**src/hw/rtl/bffa_pkg.sv**
```systemverilog
// shared types and constants of the bitmap first-fit allocator
// no dependencies
package bffa_pkg;

   localparam int WORD_BITS = 8;
   localparam int OFF_W     = 18;
   localparam int SIZE_W    = 11;
   localparam int ADDR_W    = 32;

   localparam logic [1:0] ST_OK      = 2'd0;
   localparam logic [1:0] ST_NOSPACE = 2'd1;
   localparam logic [1:0] ST_BAD     = 2'd2;

   localparam logic FUNC_ALLOC = 1'b0;
   localparam logic FUNC_FREE  = 1'b1;

   typedef enum logic [1:0] {
      S_IDLE,
      S_SCAN,
      S_MARK,
      S_RESP
   } state_type;

   typedef struct packed {
      logic [SIZE_W-1:0] run;
      logic              hit;
      logic [OFF_W-1:0]  start;
   } scan_type;

endpackage

```
**src/hw/rtl/bffa_cell.sv**
```systemverilog
// one word of the used map in the rotating chain
// depends on bffa_pkg
module bffa_cell #(
   parameter logic [7:0] RST_VAL = 8'h00
) (
   input  logic                           clock,
   input  logic                           reset,
   input  logic                           shift_en,
   input  logic [bffa_pkg::WORD_BITS-1:0] d,
   output logic [bffa_pkg::WORD_BITS-1:0] q
);

   logic [bffa_pkg::WORD_BITS-1:0] word_ff;
   logic [bffa_pkg::WORD_BITS-1:0] word_in;

   assign word_in = shift_en ? d : word_ff;
   assign q       = word_ff;

   always_ff @(posedge clock) begin
      if (reset) begin
         word_ff <= RST_VAL;
      end else begin
         word_ff <= word_in;
      end
   end

endmodule

```
**src/hw/rtl/bffa_scan.sv**
```systemverilog
// run search and range mask over one word at the head of the chain
// depends on bffa_pkg
module bffa_scan (
   input  logic [bffa_pkg::WORD_BITS-1:0] word,
   input  logic [bffa_pkg::SIZE_W-1:0]    run_in,
   input  logic [bffa_pkg::SIZE_W-1:0]    size,
   input  logic [bffa_pkg::OFF_W-1:0]     base,
   input  logic [bffa_pkg::OFF_W-1:0]     rng_start,
   output bffa_pkg::scan_type             res,
   output logic [bffa_pkg::WORD_BITS-1:0] mask
);

   logic [bffa_pkg::OFF_W-1:0] rng_end;

   assign rng_end = rng_start + bffa_pkg::OFF_W'(size);

   always_comb begin
      logic [bffa_pkg::SIZE_W-1:0] run;
      logic [bffa_pkg::OFF_W-1:0]  idx;
      run       = run_in;
      res.hit   = 1'b0;
      res.start = '0;
      for (int j = 0; j < bffa_pkg::WORD_BITS; j++) begin
         idx = base + bffa_pkg::OFF_W'(j);
         if (word[j]) begin
            run = '0;
         end else if (run != '1) begin
            run = run + 1'b1;
         end
         if (!res.hit && run == size) begin
            res.hit   = 1'b1;
            res.start = idx + 1'b1 - bffa_pkg::OFF_W'(size);
         end
         mask[j] = (idx >= rng_start) && (idx < rng_end);
      end
      res.run = run;
   end

endmodule

```
**src/hw/rtl/bitmap_first_fit_allocator_core.sv**
```systemverilog
// bitmap first-fit allocator: top level with the rotating chain of map cells
// depends on bffa_pkg, bffa_cell, bffa_scan
//
// req channel: func (allocate or free), size and free address in one
// transaction; rsp channel returns the allocated address and a status.
// csr_we/csr_wdata write pool_base; the user must write it only while the
// block is idle, the block itself does not enforce this. The used map sits
// in a ring of NW = ceil(POOL_BYTES/8) 8-bit cells that rotates one word per
// cycle, in the scan and mark states only, past a single search/mask unit at
// the head. Allocate: one full rotation to find the first fitting run, a
// second one to set it. Free and a no-space miss: one rotation. Size zero
// and a bad free skip the rotation and go straight to the response state.
// One request is processed at a time; a new one is accepted while the
// previous response still waits in the output register.
// Reset clears the map (bits past the pool end read as used) and pool_base.
// When rsp_tready is low the response holds and the block stalls before
// loading the next one.
module bitmap_first_fit_allocator_core #(
   parameter int POOL_BYTES = 1024
) (
   input  logic        clock,
   input  logic        reset,
   input  logic        req_tvalid,
   output logic        req_tready,
   input  logic [47:0] req_tdata,   // req_size[10:0], free_address[42:11], zero fill
   input  logic        req_tuser,   // func
   output logic        rsp_tvalid,
   input  logic        rsp_tready,
   output logic [31:0] rsp_tdata,   // alloc_address[31:0]
   output logic [1:0]  rsp_tuser,   // status[1:0]
   input  logic        csr_we,
   input  logic [31:0] csr_wdata
);

   localparam int NW = (POOL_BYTES + bffa_pkg::WORD_BITS - 1) / bffa_pkg::WORD_BITS;
   localparam int CW = $clog2(NW) + 1;
   localparam int WB = bffa_pkg::WORD_BITS;

   logic [WB-1:0] chain [NW];
   logic [WB-1:0] head_new;
   logic          shift_en;

   bffa_pkg::state_type state_ff, state_in;
   logic [CW-1:0]                  cnt_ff, cnt_in;
   logic [bffa_pkg::SIZE_W-1:0]    run_ff, run_in;
   logic                           found_ff, found_in;
   logic [bffa_pkg::OFF_W-1:0]     start_ff, start_in;
   logic [bffa_pkg::SIZE_W-1:0]    size_ff, size_in;
   logic                           func_ff, func_in;
   logic [31:0]                    base_ff;
   logic [31:0]                    raddr_ff, raddr_in;
   logic [1:0]                     rstat_ff, rstat_in;
   logic                           rvalid_ff, rvalid_in;
   logic [31:0]                    rsp_addr_ff, rsp_addr_in;
   logic [1:0]                     rsp_stat_ff, rsp_stat_in;

   bffa_pkg::scan_type             scan_res;
   logic [WB-1:0]                  mask;
   logic [bffa_pkg::OFF_W-1:0]     word_base;
   logic [31:0]                    free_off;
   logic [32:0]                    free_end;
   logic                           last_word;

   for (genvar i = 0; i < NW; i++) begin : g_cell
      localparam logic [7:0] PAD = 8'hFF << ((POOL_BYTES - i * WB) >= WB ? WB :
                                             (POOL_BYTES - i * WB));
      bffa_cell #(.RST_VAL(PAD)) u_cell (
         .clock    (clock),
         .reset    (reset),
         .shift_en (shift_en),
         .d        ((i == NW - 1) ? head_new : chain[(i + 1) % NW]),
         .q        (chain[i])
      );
   end

   assign word_base = bffa_pkg::OFF_W'(cnt_ff) << 3;
   assign last_word = (cnt_ff == CW'(NW - 1));

   bffa_scan u_scan (
      .word      (chain[0]),
      .run_in    (run_ff),
      .size      (size_ff),
      .base      (word_base),
      .rng_start (start_ff),
      .res       (scan_res),
      .mask      (mask)
   );

   assign free_off = req_tdata[42:11] - base_ff;
   assign free_end = {1'b0, free_off} + 33'(req_tdata[10:0]);

   always_comb begin
      state_in    = state_ff;
      cnt_in      = cnt_ff;
      run_in      = run_ff;
      found_in    = found_ff;
      start_in    = start_ff;
      size_in     = size_ff;
      func_in     = func_ff;
      raddr_in    = raddr_ff;
      rstat_in    = rstat_ff;
      rvalid_in   = rvalid_ff;
      rsp_addr_in = rsp_addr_ff;
      rsp_stat_in = rsp_stat_ff;
      shift_en    = 1'b0;
      head_new    = chain[0];
      req_tready  = (state_ff == bffa_pkg::S_IDLE);

      if (rvalid_ff && rsp_tready) begin
         rvalid_in = 1'b0;
      end

      case (state_ff)
         bffa_pkg::S_IDLE: begin
            if (req_tvalid) begin
               size_in  = req_tdata[10:0];
               func_in  = req_tuser;
               cnt_in   = '0;
               run_in   = '0;
               found_in = 1'b0;
               raddr_in = '0;
               rstat_in = bffa_pkg::ST_OK;
               if (req_tdata[10:0] == '0) begin
                  state_in = bffa_pkg::S_RESP;
               end else if (req_tuser == bffa_pkg::FUNC_FREE) begin
                  start_in = free_off[bffa_pkg::OFF_W-1:0];
                  if (free_end > 33'(POOL_BYTES)) begin
                     rstat_in = bffa_pkg::ST_BAD;
                     state_in = bffa_pkg::S_RESP;
                  end else begin
                     state_in = bffa_pkg::S_MARK;
                  end
               end else begin
                  state_in = bffa_pkg::S_SCAN;
               end
            end
         end
         bffa_pkg::S_SCAN: begin
            shift_en = 1'b1;
            run_in   = scan_res.run;
            if (!found_ff && scan_res.hit) begin
               found_in = 1'b1;
               start_in = scan_res.start;
            end
            cnt_in = cnt_ff + 1'b1;
            if (last_word) begin
               cnt_in = '0;
               if (found_ff || scan_res.hit) begin
                  state_in = bffa_pkg::S_MARK;
               end else begin
                  rstat_in = bffa_pkg::ST_NOSPACE;
                  state_in = bffa_pkg::S_RESP;
               end
            end
         end
         bffa_pkg::S_MARK: begin
            shift_en = 1'b1;
            head_new = (func_ff == bffa_pkg::FUNC_FREE) ? (chain[0] & ~mask)
                                                        : (chain[0] | mask);
            cnt_in   = cnt_ff + 1'b1;
            if (last_word) begin
               cnt_in = '0;
               if (func_ff == bffa_pkg::FUNC_ALLOC) begin
                  raddr_in = base_ff + 32'(start_ff);
               end
               state_in = bffa_pkg::S_RESP;
            end
         end
         bffa_pkg::S_RESP: begin
            if (!rvalid_ff || rsp_tready) begin
               rvalid_in   = 1'b1;
               rsp_addr_in = raddr_ff;
               rsp_stat_in = rstat_ff;
               state_in    = bffa_pkg::S_IDLE;
            end
         end
         default: begin
            state_in = bffa_pkg::S_IDLE;
         end
      endcase
   end

   always_ff @(posedge clock) begin
      if (reset) begin
         state_ff  <= bffa_pkg::S_IDLE;
         cnt_ff    <= '0;
         rvalid_ff <= 1'b0;
         base_ff   <= '0;
      end else begin
         state_ff  <= state_in;
         cnt_ff    <= cnt_in;
         rvalid_ff <= rvalid_in;
         if (csr_we) begin
            base_ff <= csr_wdata;
         end
      end
   end

   always_ff @(posedge clock) begin
      run_ff      <= run_in;
      found_ff    <= found_in;
      start_ff    <= start_in;
      size_ff     <= size_in;
      func_ff     <= func_in;
      raddr_ff    <= raddr_in;
      rstat_ff    <= rstat_in;
      rsp_addr_ff <= rsp_addr_in;
      rsp_stat_ff <= rsp_stat_in;
   end

   assign rsp_tvalid = rvalid_ff;
   assign rsp_tdata  = rsp_addr_ff;
   assign rsp_tuser  = rsp_stat_ff;

   a_cnt_range: assert property (@(posedge clock) disable iff (reset)
      cnt_ff < CW'(NW)) else $error("word counter out of range");

   a_stat_code: assert property (@(posedge clock) disable iff (reset)
      rvalid_ff |-> (rsp_stat_ff <= bffa_pkg::ST_BAD)) else $error("bad status code");

   a_addr_zero: assert property (@(posedge clock) disable iff (reset)
      (rvalid_ff && rsp_stat_ff != bffa_pkg::ST_OK) |-> (rsp_addr_ff == '0))
      else $error("address on failed request");

   a_idle_cnt: assert property (@(posedge clock) disable iff (reset)
      (state_ff == bffa_pkg::S_IDLE) |-> (cnt_ff == '0))
      else $error("counter not cleared in idle");

endmodule
```
**config.mk**
```make
export PLATFORM = sky130hd
export DESIGN_NAME = bitmap_first_fit_allocator_core
export DESIGN_NICKNAME = d
export VERILOG_FILES = /design/src/hw/rtl/bffa_pkg.sv /design/src/hw/rtl/bffa_cell.sv /design/src/hw/rtl/bffa_scan.sv /design/src/hw/rtl/bitmap_first_fit_allocator_core.sv
export SDC_FILE = /design/constraint.sdc
export NUM_CORES = 2
export LEC_CHECK = 0
export BUFFER_PORTS_ARGS = -buffer_cell sky130_fd_sc_hd__buf_4
export CAP_MARGIN = 20
export CORE_UTILIZATION = 57
export DETAILED_ROUTE_END_ITERATION = 12
export PLACE_DENSITY_LB_ADDON = 0.2
export SLEW_MARGIN = 5
export SYNTH_ARGS = -nofsm -noshare
export SYNTH_HDL_FRONTEND = slang
export SYNTH_SLANG_ARGS = --single-unit
```
**constraint.sdc**
```tcl
create_clock -name clock -period 15.8 [get_ports clock]
set_input_delay 2.37 -clock clock [delete_from_list [all_inputs] [get_ports clock]]
set_output_delay 2.37 -clock clock [all_outputs]
set_load 0.05 [all_outputs]
```
# Word-level counts from Yosys, hierarchy flattened
# Cells that the tools add are included.
# word_totals
word_cells,331
reg_bits,1177
mem_bits_rw,0
in_bits,86
rom_bits,0
output_inout_bits,36
latch_bits,0
n_memories,0
# op_classes
eq_ne,29
order_cmp,17
div_mod_pow,0
shift,0
addsub,35
bitwise,3
n_reduce_logical,43
multipliers,0
n_mux,63
# op_table
cell,n
$mux 11,17
$mux 19,8
$sub 18x11->18,8
$add 18x1->18 const B,7
$ge 18x18->1,7
$lt 18x18->1,7
$mux 32,3
$add 11x1->11 const B,8
$eq 11x11->1,8
$ne 11x11->1 const B,8
$mux 18,4
$pmux 32 s2,1
$add 11x3->12 const B,4
$pmux 18 s2,1
$add 32x11->33,1
$gt 33x11->1 const B,1
$add 32x18->32,1
$mux 8,4
$sub 32x32->32,1
$add 11x2->12 const B,2
$mux 2,12
$pmux 11 s2,1
$add 18x11->18,1
$ge 11x18->1,1
other kinds (27),74

# Logic depth before layout (Yosys ltp)
# logic_depth
word_depth,31
ltp_mapped,70
ltp_nobuf,61

# Modules after synthesis
# A second synthesis with hierarchy kept.
# unflattened
hier_cells,7074
area_unflattened_um2,66926.7
# modules_own_cells
mod,seq_area_each_um2,instances,area_per_inst_um2,cells_each
bffa_cell,160.2,128,285.3,26
bffa_scan,0.0,1,20791.2,2788
bitmap_first_fit_allocator_core,4164.0,1,9620.5,958

# Least setup slack after synthesis
# OpenSTA, ideal clock, no wires.
# synth_timing
path_kind,reg-to-reg
from,reg run_ff[0] (netlist name)
to,"reg start_ff[0] (netlist name), enable pin"
slack_ps,937
stages_incl_launch_ff,66
synth_period_minus_slack_ps,14863
arrival_ps,14438
path_buffers,6
setup_time_ps,424
required_time_ps,15376
cell_sequence,edfxtp_1 -> ha_1 -> buf_2 -> and3_1 -> clkbuf_1 -> a31oi_1 -> o21ai_1 -> inv_1 -> ha_1 -> nor2b_1 -> nand2_1 -> nor4_4 -> nand4_1 -> and2_1 -> inv_1 -> ha_1 -> inv_1 -> a211oi_1 -> [... 30 more ...] -> a21oi_1 -> and2_1 -> clkbuf_1 -> nand4_1 -> a21oi_1 -> ha_1 -> or4bb_1 -> o21a_1 -> a21oi_1 -> and4_1 -> buf_2 -> a21oi_2 -> or4_1 -> a21boi_1 -> nor3_4 -> nor2_1 -> o21bai_1 -> a221oi_1
# synth_between
elab_chain_len,30
word_cells_on_any_way,65
cone_classes,8 x add/sub; 17 x eq/ne; 24 x mux; 16 x reduce/logical
# synth_lines
element,line,text
"start, declared",bitmap_first_fit_allocator_core.sv:45,"logic [bffa_pkg::SIZE_W-1:0] run_ff, run_in;"
"start signal, assigned",bitmap_first_fit_allocator_core.sv:200,run_ff <= run_in;
$add 11x1->11 or $ne 11x11->1 (tied branches),"bffa_scan.sv:28, bffa_scan.sv:27",
$mux 11 (*),bffa_scan.sv:27,end else if (run != '1) begin
$mux 11 (*),bffa_scan.sv:25,if (word[j]) begin
$add 11x1->11 or $ne 11x11->1 (tied branches),"bffa_scan.sv:28, bffa_scan.sv:27",
$mux 11,bffa_scan.sv:27,
$mux 11,bffa_scan.sv:25,
$add 11x1->11 (tied with other cells),bffa_scan.sv:28,run = run + 1'b1;
$mux 11 or $logic_and 1x1->1 (tied branches),"bffa_scan.sv:27, bffa_scan.sv:30",
[... 14 more ...],-,
$mux 11 or $logic_and 1x1->1 (tied branches),"bffa_scan.sv:27, bffa_scan.sv:30",
$mux 11 or $mux 19 (tied branches),"bffa_scan.sv:25, bffa_scan.sv:30",
$eq 11x11->1 or $logic_not 1->1 (tied branches),bffa_scan.sv:30,if (!res.hit && run == size) begin
$logic_and 1x1->1,bffa_scan.sv:30,
$mux 19 (*),bffa_scan.sv:30,
$logic_and 1x1->1 (*),bitmap_first_fit_allocator_core.sv:141,if (!found_ff && scan_res.hit) begin
$ne 2x2->1 (no line) (*),-,
$reduce_and 5->1 (no line) (*),-,
"end signal, assigned",bitmap_first_fit_allocator_core.sv:202,start_ff <= start_in;
"end, declared",bitmap_first_fit_allocator_core.sv:47,"logic [bffa_pkg::OFF_W-1:0] start_ff, start_in;"
# Every way passes the cells marked *; elsewhere a longest branch is shown, timed or not.
# A chain may end at the register's enable or synchronous reset.

# Final worst setup path
# layout_timing
from,reg run_ff[0] (netlist name)
to,"reg start_ff[6] (netlist name), enable pin"
# Same word-level chain as after synthesis.

==> results_dict.tcl <==
set metrics [dict create \
    hold_depth 0 \
    syn_inst 5565 \
    finish.utilization_pct 64.5 \
    fin_ws_ns 1.34 \
    multi_input_area_mm2 0.0270 \
    p_leak_uw 0.0241 \
    cts_root_buf "clkbuf_16" \
    arrival_ns 14.84 \
    cts.sinks 1177 \
    cp.required_ns 16.18 \
    dieWidth_um 308 \
    grt_usage_pct 23.6 \
    wl_met1_mm 53.3 \
    p_switching_uw 4530 \
    critical_path.max_fanout 18 \
    worstHoldStart "raddr_ff[8]" \
    synth_edf_count 110 \
    dr.first_iter.drc_count 2750 \
    internal-power_uw 7220 \
    rr_startpoint "run_ff[0]" \
    final_cell_mix "nor2_1, mux2i_1, dfxtp_1" \
    dp_hpwl_mm 77.0 \
    wl_met3_mm 5.75 \
    drc 0 \
    min_to "rsp_tdata[8]" \
    slowest_stage "or4bb_1" \
    viasPerCell 5.58 \
    critPathMaxStageDelay_ns 0.53 \
    ios 122 \
    portBuffers 116 \
    routed.top_layer "met4" \
    status "complete, no violations" \
    relSlewSlack_pct 27.6 \
    drv_cap 0 \
    grt.overflow.total 0 \
    seq_area_mm2 0.0247 \
    endpoint_kind "register" \
    vias 39000 \
    rsz0062_at_grt "false" \
    hold_path_class "reg2reg" \
    clock_path_buffers 3 \
    p_seq_share_pct 28.0 \
    p_sw_share_pct 38.6 \
    nFillCells 7626 \
    postRouteAntennaNets 0 \
    rrSetupSlack_ns 1.34 \
    power_density_mw_per_mm2 195 \
    ys.warnings.count 0 \
    antenna_found_initial 0 \
    fin_crit_ns 14.46 \
    cts.htree.levels 3 \
    num_rows 112 \
    dieArea_mm2 0.0951 \
    report.final.setup_viol 0 \
    totalWireLength_mm 114 \
    grt_pass1_wl_mm 186 \
    power.total_uw 11700 \
    tns_ns 0 \
    dp_slack_ns 1.35 \
    syn-num-nets 5791 \
    numCtsBuffers 114 \
    syn_avg_cell_area_um2 9.62 \
    maxSlewViolCount 0 \
    core_area_mm2 0.0932 \
    async_reset_ff_share_pct 0 \
    grt_max_degree 236 \
    cts_hold_buf 0 \
    comb_power_share_pct 47.5 \
    finalHoldViolations 0 \
    fmax_mhz 69.2 \
    first_pass_iters 8 \
    syn-cell-area_mm2 0.0535 \
    grt_pass1_vias 36800 \
    initial_core_util_pct 57.4 \
    gp_congestion 0.965 \
    cts_tree "built" \
    peakVddDrop_mv 0.182 \
    critPathLaunchType "register" \
    clock_latency_ns 0.73 \
    route.met2.wl_mm 52.5 \
    ys.flop_type "dfxtp_1" \
    fin_crit_sh_pct 91.5 \
    nets 5864 \
    critPathKind "reg2reg" \
    drive_above_1_share_pct 9.71 \
    yosysSeqAreaShare_pct 46.1 \
    antenna_cells 0 \
    fin_skew_ns 0.0614 \
    r2r-end "start_ff[6]" \
    die_h_um 308 \
    tightest_slew_ns 1.09 \
    area_growth_pct 12.4 \
    ff2ff_path_depth 62 \
    routedWlPerCell_um 16.4 \
    final_common_cell "nor2_1" \
    synth-seq-cells 1177 \
    synth_cell_types 112 \
    cts.clk_slew.worst_paths_ns 0.06 \
    p_clk_share_pct 24.5 \
]
how the worst max path moves through the flow:
stage,slack (ns),to,cells after the start,from
after global placement,1.50,start_ff[12],62,run_ff[0]
after CTS,1.27,start_ff[6],62,run_ff[0]
final,1.34,start_ff[6],62,run_ff[0]
after detailed placement,1.35,start_ff[14],62,run_ff[0]
after floorplan,0.94,start_ff[0],65,run_ff[0]
after global routing,0.06,start_ff[5],62,run_ff[0]
worst max-delay path, delay by kind of cell, from the launching register on:
kind / cells / cell delay (ns)
compound gates: 15 / 2.95
fa+ha+maj: 7 / 1.97
buf+inv: 12 / 1.70
flops: 1 / 0.48
mux: 2 / 0.26
simple gates: 26 / 6.77
routing by layer:
layer | track usage (%) | vias up
met1 | 31.8 | 18400
met4 | 8.04 | 0
met2 | 38.5 | 822
met5 | 0 | -
met3 | 3.57 | 204
li1 | - | 19600
synthesized netlist by cell type (10+ instances only):
cell / instances / area share (%)
a31oi_1: 45 / 0.53
nor2_1: 1231 / 8.6
mux2i_1: 1083 / 20
a21oi_1: 172 / 1.6
o21ai_0: 115 / 1.1
a21boi_0: 13 / 0.18
o211ai_1: 18 / 0.25
or4_1: 12 / 0.17
xnor2_1: 154 / 2.5
a21o_1: 26 / 0.36
o221ai_1: 10 / 0.16
buf_2: 17 / 0.16
a211oi_1: 24 / 0.34
o21bai_1: 37 / 0.52
buf_1: 89 / 0.62
or2_2: 15 / 0.18
nor3_1: 72 / 0.67
dfxtp_1: 1067 / 40
edfxtp_1: 110 / 6.2
ha_1: 128 / 3.0
and2_1: 55 / 0.64
o21a_1: 16 / 0.22
nor4_1: 38 / 0.44
nand2b_1: 12 / 0.14
o31ai_1: 19 / 0.27
clkbuf_1: 204 / 1.4
and3_1: 31 / 0.36
xor2_1: 19 / 0.31
and4_1: 11 / 0.18
nand3_1: 56 / 0.52
or3_1: 18 / 0.21
nand2_1: 151 / 1.1
inv_1: 159 / 1.1
nand4_1: 52 / 0.61
fa_1: 12 / 0.45
nor2b_1: 27 / 0.32
cell type report:
class	instances	area share, %
timing repair buffer	275	3.60
sequential	1177	41.0
inverter	169	1.05
clock inverter	53	1.31
tap	1254	2.61
clock buffer	159	5.52
multi-input combinational	3901	44.9
sequential cells by signal, indices dropped and copies added, names as in the netlist, 8 cells and up:
register / count
size_ff: 11
base_ff: 32
g_cell.u_cell.q: 1024
raddr_ff: 32
cnt_ff: 8
start_ff: 18
rsp_tdata: 32
run_ff: 11
power by group through the flow:
stage	Sequential, µW	Clock, µW	Combinational, µW
after floorplan	3330	0	3960
after global placement	3350	0	5480
after detailed placement	3350	0	5490
after CTS	3290	2950	5510
after global routing	3300	3080	5970
final	3290	2880	5580
timing repair:
| item | in CTS | in global routing |
|---|---|---|
| resized for setup | 0 | 2 |
| setup buffers | 0 | 2 |
| endpoints found under the setup margin | 0 | 30 |
| endpoints found under the hold margin | 0 | 0 |
stage by stage:
step	hold WS (ns)	std cells	area [µm²]
3_5_place_dp	0.405	6773	56000
2_1_floorplan	0.400	5565	53500
3_3_place_gp	0.400	6773	56000
6_report	0.411	6988	60100
5_1_grt	0.399	6988	60100
4_1_cts	0.404	6985	60100
cell families (layout without fill, tap and decap cells):
group / Yosys count / in the layout / share of synthesized area [%]
AO/OA/AOI/OAI: 658 / 658 / 8.43
XOR/XNOR: 174 / 174 / 2.86
adder cells (fa/ha/maj): 140 / 140 / 3.44
buffers and inverters: 487 / 656 / 3.53
flip-flops: 1177 / 1177 / 46.1
multiplexers: 1089 / 1089 / 20.4
AND/OR/NAND/NOR: 1840 / 1840 / 15.3
(Power assumes the default switching activity.)
